--- src/mpfb_pkg.sv ---
// Package for the monochrome page framebuffer draw block.
// Holds screen geometry constants, request and colour codes, payload structs and helpers.
// No dependencies.
package mpfb_pkg;

  localparam int SCREEN_WIDTH  = 128;
  localparam int SCREEN_HEIGHT = 64;
  localparam int PAGE_COUNT    = (SCREEN_HEIGHT + 7) / 8;
  localparam int STORE_SIZE    = SCREEN_WIDTH * PAGE_COUNT;
  localparam int ADDR_W        = (STORE_SIZE > 1) ? $clog2(STORE_SIZE) : 1;
  localparam int PAGE_W        = (PAGE_COUNT > 1) ? $clog2(PAGE_COUNT) : 1;
  localparam int MAX_DIM       = (SCREEN_WIDTH > SCREEN_HEIGHT) ? SCREEN_WIDTH : SCREEN_HEIGHT;
  localparam int LEN_W         = $clog2(MAX_DIM + 1);

  typedef enum logic [2:0] {
    REQ_PIXEL = 3'd0,
    REQ_HLINE = 3'd1,
    REQ_VLINE = 3'd2,
    REQ_CLEAR = 3'd3,
    REQ_READ  = 3'd4
  } req_e;

  typedef enum logic [1:0] {
    COLOR_BLACK   = 2'd0,
    COLOR_WHITE   = 2'd1,
    COLOR_INVERSE = 2'd2,
    COLOR_NONE    = 2'd3
  } color_e;

  typedef enum logic [2:0] {
    ST_CLEAR,
    ST_IDLE,
    ST_SPAN,
    ST_CLIP,
    ST_SETUP,
    ST_RUN,
    ST_DRAIN,
    ST_DONE
  } state_e;

  typedef struct packed {
    logic [2:0]          req_type;
    logic signed [15:0]  x;
    logic signed [15:0]  y;
    logic signed [15:0]  span;
    logic [1:0]          color;
  } in_t;

  typedef struct packed {
    logic [7:0] read_data;
    logic       wrote_any;
  } out_t;

  typedef struct packed {
    logic              vld;
    logic              wr;
    logic [ADDR_W-1:0] addr;
    logic [7:0]        mask;
    logic [1:0]        color;
  } op_t;

  function automatic logic [7:0] apply_color(logic [7:0] data, logic [7:0] mask,
                                             logic [1:0] color);
    logic [7:0] res;
    res = data;
    case (color)
      COLOR_BLACK:   res = data & ~mask;
      COLOR_WHITE:   res = data | mask;
      COLOR_INVERSE: res = data ^ mask;
      default:       res = data;
    endcase
    return res;
  endfunction

  function automatic logic [ADDR_W-1:0] page_addr(logic [PAGE_W-1:0] page);
    logic [31:0] pw;
    pw = 32'(page);
    return ADDR_W'(pw * 32'(SCREEN_WIDTH));
  endfunction

endpackage

--- src/mpfb_ctrl.sv ---
// Sequencer for the framebuffer draw block: clipping, address stepping and the result register.
// Drives the read-modify-write unit one byte per cycle; uses mpfb_pkg.
module mpfb_ctrl (
  input  logic            clk_i,
  input  logic            rst_ni,
  input  logic            in_valid_i,
  output logic            in_stall_o,
  input  mpfb_pkg::in_t   in_data_i,
  output logic            out_valid_o,
  input  logic            out_stall_i,
  output mpfb_pkg::out_t  out_data_o,
  output mpfb_pkg::op_t   op_o,
  input  logic [7:0]      rdata_i
);

  mpfb_pkg::state_e state_q, state_d;

  logic signed [15:0]              mov_q, mov_d;
  logic signed [15:0]              fix_q, fix_d;
  logic signed [15:0]              span_q, span_d;
  logic signed [16:0]              end_q, end_d;
  logic [mpfb_pkg::LEN_W-1:0]      start_q, start_d;
  logic [mpfb_pkg::LEN_W-1:0]      endc_q, endc_d;
  logic [mpfb_pkg::ADDR_W-1:0]     addr_q, addr_d;
  logic [mpfb_pkg::ADDR_W-1:0]     cnt_q, cnt_d;
  logic                            first_q, first_d;
  logic [7:0]                      base_q, base_d;
  logic [7:0]                      head_q, head_d;
  logic [7:0]                      tail_q, tail_d;
  logic                            vert_q, vert_d;
  logic                            read_q, read_d;
  logic                            boot_q, boot_d;
  logic [1:0]                      color_q, color_d;
  logic                            wrote_q, wrote_d;
  logic [7:0]                      rd_q, rd_d;
  logic                            out_vld_q, out_vld_d;
  mpfb_pkg::out_t                  out_q, out_d;

  logic signed [17:0]              st_s, en_s, lim_s;
  logic [14:0]                     lim_fix;
  logic                            fix_ok;
  logic [mpfb_pkg::LEN_W-1:0]      last_l;
  logic [mpfb_pkg::PAGE_W-1:0]     ps, pe;

  always_ff @(posedge clk_i or negedge rst_ni) begin
    if (!rst_ni) begin
      state_q   <= mpfb_pkg::ST_CLEAR;
      addr_q    <= '0;
      cnt_q     <= mpfb_pkg::ADDR_W'(mpfb_pkg::STORE_SIZE - 1);
      boot_q    <= 1'b1;
      out_vld_q <= 1'b0;
    end else begin
      state_q   <= state_d;
      addr_q    <= addr_d;
      cnt_q     <= cnt_d;
      boot_q    <= boot_d;
      out_vld_q <= out_vld_d;
    end
  end

  always_ff @(posedge clk_i) begin
    mov_q   <= mov_d;
    fix_q   <= fix_d;
    span_q  <= span_d;
    end_q   <= end_d;
    start_q <= start_d;
    endc_q  <= endc_d;
    first_q <= first_d;
    base_q  <= base_d;
    head_q  <= head_d;
    tail_q  <= tail_d;
    vert_q  <= vert_d;
    read_q  <= read_d;
    color_q <= color_d;
    wrote_q <= wrote_d;
    rd_q    <= rd_d;
    out_q   <= out_d;
  end

  always_comb begin
    st_s    = mov_q[15] ? 18'sd0 : $signed({2'b00, mov_q});
    lim_s   = vert_q ? 18'(mpfb_pkg::SCREEN_HEIGHT) : 18'(mpfb_pkg::SCREEN_WIDTH);
    en_s    = $signed({end_q[16], end_q});
    if (en_s > lim_s) begin
      en_s = lim_s;
    end
    lim_fix = vert_q ? 15'(mpfb_pkg::SCREEN_WIDTH) : 15'(mpfb_pkg::SCREEN_HEIGHT);
    fix_ok  = !fix_q[15] && (fix_q[14:0] < lim_fix);
    last_l  = endc_q - mpfb_pkg::LEN_W'(1);
    ps      = mpfb_pkg::PAGE_W'(start_q >> 3);
    pe      = mpfb_pkg::PAGE_W'(last_l >> 3);
  end

  always_comb begin
    state_d   = state_q;
    mov_d     = mov_q;
    fix_d     = fix_q;
    span_d    = span_q;
    end_d     = end_q;
    start_d   = start_q;
    endc_d    = endc_q;
    addr_d    = addr_q;
    cnt_d     = cnt_q;
    first_d   = first_q;
    base_d    = base_q;
    head_d    = head_q;
    tail_d    = tail_q;
    vert_d    = vert_q;
    read_d    = read_q;
    boot_d    = boot_q;
    color_d   = color_q;
    wrote_d   = wrote_q;
    rd_d      = rd_q;
    out_d     = out_q;
    out_vld_d = out_vld_q && out_stall_i;
    op_o      = '0;
    op_o.addr = addr_q;

    case (state_q)
      mpfb_pkg::ST_CLEAR: begin
        op_o.vld   = 1'b1;
        op_o.wr    = 1'b1;
        op_o.mask  = 8'hFF;
        op_o.color = mpfb_pkg::COLOR_BLACK;
        if (cnt_q == '0) begin
          state_d = boot_q ? mpfb_pkg::ST_IDLE : mpfb_pkg::ST_DRAIN;
          boot_d  = 1'b0;
        end else begin
          addr_d = addr_q + mpfb_pkg::ADDR_W'(1);
          cnt_d  = cnt_q - mpfb_pkg::ADDR_W'(1);
        end
      end
      mpfb_pkg::ST_IDLE: begin
        if (in_valid_i) begin
          wrote_d = 1'b0;
          rd_d    = '0;
          color_d = in_data_i.color;
          vert_d  = 1'b0;
          read_d  = 1'b0;
          mov_d   = in_data_i.x;
          fix_d   = in_data_i.y;
          span_d  = 16'sd1;
          case (in_data_i.req_type)
            mpfb_pkg::REQ_PIXEL: begin
              state_d = mpfb_pkg::ST_SPAN;
            end
            mpfb_pkg::REQ_HLINE: begin
              span_d  = in_data_i.span;
              state_d = mpfb_pkg::ST_SPAN;
            end
            mpfb_pkg::REQ_VLINE: begin
              mov_d   = in_data_i.y;
              fix_d   = in_data_i.x;
              span_d  = in_data_i.span;
              vert_d  = 1'b1;
              state_d = mpfb_pkg::ST_SPAN;
            end
            mpfb_pkg::REQ_READ: begin
              read_d  = 1'b1;
              state_d = mpfb_pkg::ST_SPAN;
            end
            mpfb_pkg::REQ_CLEAR: begin
              addr_d  = '0;
              cnt_d   = mpfb_pkg::ADDR_W'(mpfb_pkg::STORE_SIZE - 1);
              wrote_d = 1'b1;
              state_d = mpfb_pkg::ST_CLEAR;
            end
            default: begin
              state_d = mpfb_pkg::ST_DONE;
            end
          endcase
        end
      end
      mpfb_pkg::ST_SPAN: begin
        end_d   = {mov_q[15], mov_q} + {span_q[15], span_q};
        state_d = mpfb_pkg::ST_CLIP;
      end
      mpfb_pkg::ST_CLIP: begin
        start_d = mpfb_pkg::LEN_W'(st_s);
        endc_d  = mpfb_pkg::LEN_W'(en_s);
        if (fix_ok && (en_s > st_s) && (read_q || (color_q != mpfb_pkg::COLOR_NONE))) begin
          state_d = mpfb_pkg::ST_SETUP;
        end else begin
          state_d = mpfb_pkg::ST_DONE;
        end
      end
      mpfb_pkg::ST_SETUP: begin
        first_d = 1'b1;
        if (vert_q) begin
          addr_d = mpfb_pkg::page_addr(ps) + mpfb_pkg::ADDR_W'(fix_q[14:0]);
          cnt_d  = mpfb_pkg::ADDR_W'(pe - ps);
          base_d = 8'hFF;
          head_d = 8'hFF << start_q[2:0];
          tail_d = 8'hFF >> (3'd7 - last_l[2:0]);
        end else begin
          addr_d = mpfb_pkg::page_addr(mpfb_pkg::PAGE_W'(fix_q[15:3]))
                   + mpfb_pkg::ADDR_W'(start_q);
          cnt_d  = mpfb_pkg::ADDR_W'(last_l - start_q);
          base_d = 8'h01 << fix_q[2:0];
          head_d = 8'hFF;
          tail_d = 8'hFF;
        end
        state_d = mpfb_pkg::ST_RUN;
      end
      mpfb_pkg::ST_RUN: begin
        op_o.vld   = 1'b1;
        op_o.wr    = !read_q;
        op_o.color = color_q;
        op_o.mask  = base_q & (first_q ? head_q : 8'hFF) & ((cnt_q == '0) ? tail_q : 8'hFF);
        wrote_d    = !read_q;
        first_d    = 1'b0;
        if (cnt_q == '0) begin
          state_d = mpfb_pkg::ST_DRAIN;
        end else begin
          cnt_d  = cnt_q - mpfb_pkg::ADDR_W'(1);
          addr_d = addr_q + (vert_q ? mpfb_pkg::ADDR_W'(mpfb_pkg::SCREEN_WIDTH)
                                    : mpfb_pkg::ADDR_W'(1));
        end
      end
      mpfb_pkg::ST_DRAIN: begin
        rd_d    = read_q ? rdata_i : 8'h00;
        state_d = mpfb_pkg::ST_DONE;
      end
      mpfb_pkg::ST_DONE: begin
        if (!out_vld_q || !out_stall_i) begin
          out_d.read_data = rd_q;
          out_d.wrote_any = wrote_q;
          out_vld_d       = 1'b1;
          state_d         = mpfb_pkg::ST_IDLE;
        end
      end
      default: begin
        state_d = mpfb_pkg::ST_IDLE;
      end
    endcase
  end

  assign in_stall_o  = (state_q != mpfb_pkg::ST_IDLE);
  assign out_valid_o = out_vld_q;
  assign out_data_o  = out_q;

endmodule

--- config.mk ---
export PLATFORM = sky130hd
export DESIGN_NAME = mpfb_ctrl
export DESIGN_NICKNAME = d
export VERILOG_FILES = /design/src/mpfb_pkg.sv /design/src/mpfb_ctrl.sv
export SDC_FILE = /design/constraint.sdc
export NUM_CORES = 1
export LEC_CHECK = 0
export BUFFER_PORTS_ARGS = -buffer_cell sky130_fd_sc_hd__buf_2
export CORE_UTILIZATION = 54
export CTS_CLUSTER_SIZE = 12
export DETAILED_ROUTE_END_ITERATION = 10
export GPL_ROUTABILITY_DRIVEN = 1
export HOLD_SLACK_MARGIN = 0.15
export PLACE_DENSITY_LB_ADDON = 0.25
export SYNTH_ARGS = -nofsm -noshare
export SYNTH_HDL_FRONTEND = slang
export SYNTH_SLANG_ARGS = --single-unit
--- constraint.sdc ---
create_clock -name clk_i -period 3 [get_ports clk_i]
set_clock_uncertainty 0.1 [all_clocks]
set_input_delay 0.6 -clock clk_i [delete_from_list [all_inputs] [get_ports clk_i]]
set_output_delay 0.6 -clock clk_i [all_outputs]
set_load 0.02 [all_outputs]
# Word level (Yosys, flattened, before mapping)
# Index checks and enable logic that the tools add are counted.
[totals] reg_bits=153 input_bits=65 output_inout_bits=33 wordCells=131
[op_classes] add_sub_neg=10 magnitude_cmp=3 eq_ne=21 shift=3 mux=41 n_bitwise=2 n_reduce_logical=29
[ops] operator="2-to-1 mux 10 bit" count=9
[ops] operator="2-to-1 mux 8 bit" count=7
[ops] operator="case mux 10 bit (4 select lines)" count=1
[ops] operator="2-to-1 mux 16 bit" count=2
[ops] operator="case mux 10 bit (3 select lines)" count=1
[ops] operator="case mux 3 bit (8 select lines)" count=1
[ops] operator="adder 10 x 8 -> 10 bit" count=2
[ops] operator="case mux 10 bit (2 select lines)" count=1
[ops] operator="greater-than comparator 18 x 16 -> 1 bit" count=1
[ops] operator="2-to-1 mux 18 bit" count=1
[ops] operator="inequality test 2 bit (second input constant)" count=9
[ops] operator="adder 16 x 16 -> 17 bit" count=1
[ops] operator="greater-than comparator 17 x 9 -> 1 bit" count=1
[ops] operator="bitwise AND 8 bit" count=2
[ops] operator="case mux 8 bit (2 select lines)" count=1
[ops] operator="== test 3 bit (second input constant)" count=5
[ops] operator="less-than comparator 15 x 8 -> 1 bit" count=1
[ops] operator="2-to-1 mux 15 bit" count=1
[ops] operator="2-to-1 mux 3 bit" count=5
[ops] operator="== test 3 x 2 -> 1 bit (second input constant)" count=4
[ops] operator="adder 10 x 1 -> 10 bit (second input constant)" count=1
[ops] operator="adder 10 bit" count=1
[ops] operator="zero test 10 bit" count=1
[ops] operator="AND reduction 2 bit" count=5
[ops] operator="other kinds (26)" count=45

# Longest topological paths before layout
[logic_depth] word_depth=8 mapped_depth=15 mapped_depth_nobuf=15

# Least setup slack after synthesis
# Ideal clock, no wire load.
[synth_timing] kind="flip-flop to flip-flop" from="reg vert_q" to="reg state_q[1]" setup_time_ps=65 arrival_time_ps=2891 setup_slack_ps=-55 stages_incl_launch_ff=14 period_less_slack_ps=3055 cell_sequence="edfxtp_1 ha_1 nor2b_1 o21ai_0 a31oi_1 mux2_2 ha_1 a21o_1 a21o_1 a21oi_1 a2bb2oi_1 nand3_1 nand4_1 a31o_2"
[synth_via] elab_chain_cells=8 word_cells_on_any_way=11
[synth_rtl] element="start, declared" line="mpfb_ctrl.sv:30" source="logic vert_q, vert_d;"
[synth_rtl] element="start signal, assigned" line="mpfb_ctrl.sv:72" source="vert_q <= vert_d;"
[synth_rtl] element="2-to-1 mux 8 bit (*)" line="mpfb_ctrl.sv:82" source="lim_s = vert_q ? 18'(mpfb_pkg::SCREEN_HEIGHT) : 18'(mpfb_pkg::SCREEN_WIDTH);"
[synth_rtl] element="greater-than comparator 17 x 9 -> 1 bit" line="mpfb_ctrl.sv:84" source="if (en_s > lim_s) begin"
[synth_rtl] element="2-to-1 mux 18 bit (*)" line="mpfb_ctrl.sv:84"
[synth_rtl] element="net en_s[7]" line="mpfb_ctrl.sv:39" source="logic signed [17:0] st_s, en_s, lim_s;"
[synth_rtl] element="greater-than comparator 18 x 16 -> 1 bit (*)" line="mpfb_ctrl.sv:181" source="if (fix_ok && (en_s > st_s) && (read_q || (color_q != mpfb_pkg::COLOR_NONE))) begin"
[synth_rtl] element="logical AND 1 bit (*) (2 in series)" line="mpfb_ctrl.sv:181"
[synth_rtl] element="2-to-1 mux 2 bit (*)" line="mpfb_ctrl.sv:181"
[synth_rtl] element="case mux 3 bit (8 select lines) (*)" line="mpfb_ctrl.sv:119" source="case (state_q)"
[synth_rtl] element="end signal, assigned" line="mpfb_ctrl.sv:47" source="state_q <= mpfb_pkg::ST_CLEAR;"
[synth_rtl] element="end signal, assigned" line="mpfb_ctrl.sv:53" source="state_q <= state_d;"
[synth_rtl] element="end, declared" line="mpfb_ctrl.sv:16" source="mpfb_pkg::state_e state_q, state_d;"
# The timed path passes the listed nets; every way through them passes the cells marked *.
# A chain may end at the register's enable or synchronous reset.

# Worst setup path after layout
# Same ends and word-level chain as after synthesis.

==> run metrics <==
die width=around 130 µm; syn_nets=894; Pins Over Slew Limit=0; Via-to-Cell Ratio=just under 6; first-pass GRT wire length=30440 µm; reg2reg setup slack=0.04 ns; Clock Path Buffers=2; area leader, netlist=edfxtp_1; cell family with most CP delay=compound AO/OA/AOI/OAI gates; Final Cycle Share=98.62%; Layout area overhead=17.49%; CP max stage delay=0.48 ns; Die Y=128.8 µm; Starting DRT DRC Count=499; RD Place Congestion=approximately 0.9; total power=9.009 mW; ant diodes=0; crit path from=vert_q; P per Cell Area=883.2 nW/µm²; Die ar.=~17000 µm²; num ports=98; clk sinks=151; Hold Crit Class=input pin to flop; Critical Path Source Type=flop; Skew-Pair Late Insertion Delay=0.43 ns; DR WL/cell=17.64 µm; nets@finish=1002; drt pass-1 iters=5; ys async rst share=16.56%; CP bufs+invs=0; Worst Tran Pin Value=roughly 0.86 ns; met2 Use GR=between 40% and 50%; crit end category=flop; Synth cell types=75; Peak VDD IR=0.5330 mV; Max Freq=roughly 340 MHz; Clock Tree Root=clkbuf_16; IO buf count=97; number of global-route vias before repair=6248; CP max-delay cell=edfxtp_1; DPL Wire Length=between 10000 and 15000 µm; Yosys top cell area share=43.58%; sequential share of the synthesized area=approximately 50%; Pleak=around 4.2 nW; fin area=10200 µm²; final hold vios=0; busiest grt layer=met2; Reg2Reg Launch Point=vert_q; Post-synth EDFFs=126; initial core utilization=56.28%; met1 Use GR=about 30%; most frequent cell after synthesis=edfxtp_1; dpl cell area=9452 µm²; CP Cell Sequence=ha_4, nor2b_4, o21ai_2, a31oi_4, mux2_4, ha_4, a21o_1, a21o_1, a21oi_2, a2bb2oi_2, nand3_1, nand4_1, a31o_2; CTS tree=built; number of max-cap violations=0; top cells by area, synth=edfxtp_1 (44%), ha_1 (7.8%), mux2_2 (4.5%); Num CTS Buffers=17; status=completed; Crit Path Class=flop to flop; Mapped Cells=771; minimum clock period=2.959 ns; Global Route Usage Sum=24.16%; FP Rows=45; R2R cell count=13; Worst Setup EP=state_q[1]; synth warn=0; syn_area_per_cell=11.26 µm²; WP depth=13; core area=approximately 15000 µm²; Post-synth top flop=edfxtp_1; reg2reg end=state_q[1]; clock-pin slew on the worst setup and hold paths=approximately 0.070 ns; # H-tree levels=4; # DRC=0; GRT overflow=0; Worst EP required=3.27 ns; RSZ-0062 raised after global routing=yes; initial antenna violation count=0; fraction of layout cells with a size suffix above 1=26.35%; Final ANT Viol Nets=0; # setup viols final=0; largest net degree at the start of global routing=53; Cell Area, Synth=8682 µm²; CP Data Arrival Time=3.23 ns; GR Util met3=4.366%; Slew Limit Headroom=42.36%; Vias=approximately 6400; routed wire length=19460 µm; Yosys reg bits=151; Post-synth top cells=edfxtp_1 (126), ha_1 (54), inv_1 (52); Critical Path Fanout Max=3
worst register-to-register path, cell delays in order (launching register included):
cell and delay [ns]:
edfxtp_1 0.48, ha_4 0.31, nor2b_4 0.13, o21ai_2 0.08, a31oi_4 0.24, mux2_4 0.35
ha_4 0.22, a21o_1 0.17, a21o_1 0.18, a21oi_2 0.15, a2bb2oi_2 0.14, nand3_1 0.08
nand4_1 0.12, a31o_2 0.16
routing by layer:
metal  wire length (µm)  share of wire [%]  vias to the layer above
met5                  0                  0                        -
met4                523                2.7                        0
met3                758                3.9                       39
met2               9935                 51                      198
met1               8241                 42                     3109
li1                   -                  -                     3065
how the worst min path moves through the flow:
| stage | startpoint | to | slack [ns] | depth (start not counted) |
|---|---|---|---|---|
| after detailed placement | rd_q[0] | out_data_o[1] | 0.30 | 0 |
| final | in_data_i[0] | color_q[0] | 0.24 | 1 |
| after global placement | rd_q[2] | out_data_o[3] | 0.30 | 0 |
| after floorplan | rst_ni | addr_q[0] | 0.20 | 0 |
| after global routing | in_data_i[0] | color_q[0] | 0.22 | 1 |
| after CTS | in_data_i[0] | color_q[0] | 0.23 | 1 |
kinds of logic after synthesis:
group	Yosys count	synth area share (%)
AOI/OAI and AO/OA	166	12.67
and+or+nand+nor	240	15.18
adders and majority gates	59	8.834
DFF	151	50.94
xor gates and xnor gates	25	2.522
muxes	47	5.923
buffers and inverters	83	3.934
what timing repair did:
action                     CTS  global route
pin swaps                    2             7
setup endpoints to repair    2             9
gates cloned                 0             0
hold buffers                 1             0
gates resized for setup      2            14
hold endpoints to repair    14             0
setup buffers                0             2
layout by cell type (no fill, tap or decap), types with 12 or more instances in the layout:
cell type / instances
buf_4: 14
nor3_1: 15
nor2b_1: 14
mux2_2: 34
buf_2: 97
inv_1: 51
dfrtp_1: 14
a21oi_1: 43
clkbuf_16: 17
o21ai_0: 35
nor4_1: 12
nand2_1: 44
nor2_1: 48
ha_1: 51
edfxtp_1: 126
nand2b_1: 18
and2_1: 30
xnor2_1: 17
mux2i_1: 12
state kept, by name (all words and copies together), names as in the netlist, 7 cells and up:
signal      count
mov_q          16
cnt_q          10
end_q          17
start_q         8
rd_q            8
addr_q         10
base_q          8
tail_q          7
endc_q          8
head_q          7
span_q         16
out_data_o      9
fix_q          16
per-stage QoR:
step           setup WS (ns)  hold slack [ns]  utilization (%)  std cells  TNS (ns)
5_1_grt             -0.06906           0.2246            66.12       1103   -0.2017
3_3_place_gp         0.07709           0.3038            61.27       1068         0
3_5_place_dp        -0.01500           0.3045            61.27       1068  -0.01614
2_1_floorplan        0.03504           0.2044                -        771         0
4_1_cts              0.01415           0.2299            65.51       1101         0
6_report             0.04128           0.2420            66.12       1103         0
where the power goes:
| part | internal, mW | leakage, nW | total, mW | switching, mW |
|---|---|---|---|---|
| combinational | 1.35 | 2.41 | 3.47 | 2.11 |
| clock | 1.28 | 0.306 | 2.25 | 0.972 |
| sequential | 2.95 | 1.44 | 3.29 | 0.336 |
layout make-up:
class / count / area (µm²)
fill: 1183 / 5226
sequential: 151 / 4423
multi-input combinational: 537 / 4024
timing repair buffer: 115 / 643.1
clock buffer: 17 / 425.4
tap: 211 / 264.0
inverter: 57 / 219.0
clock inverter: 15 / 202.7
Power figures use the tool's default switching activity.
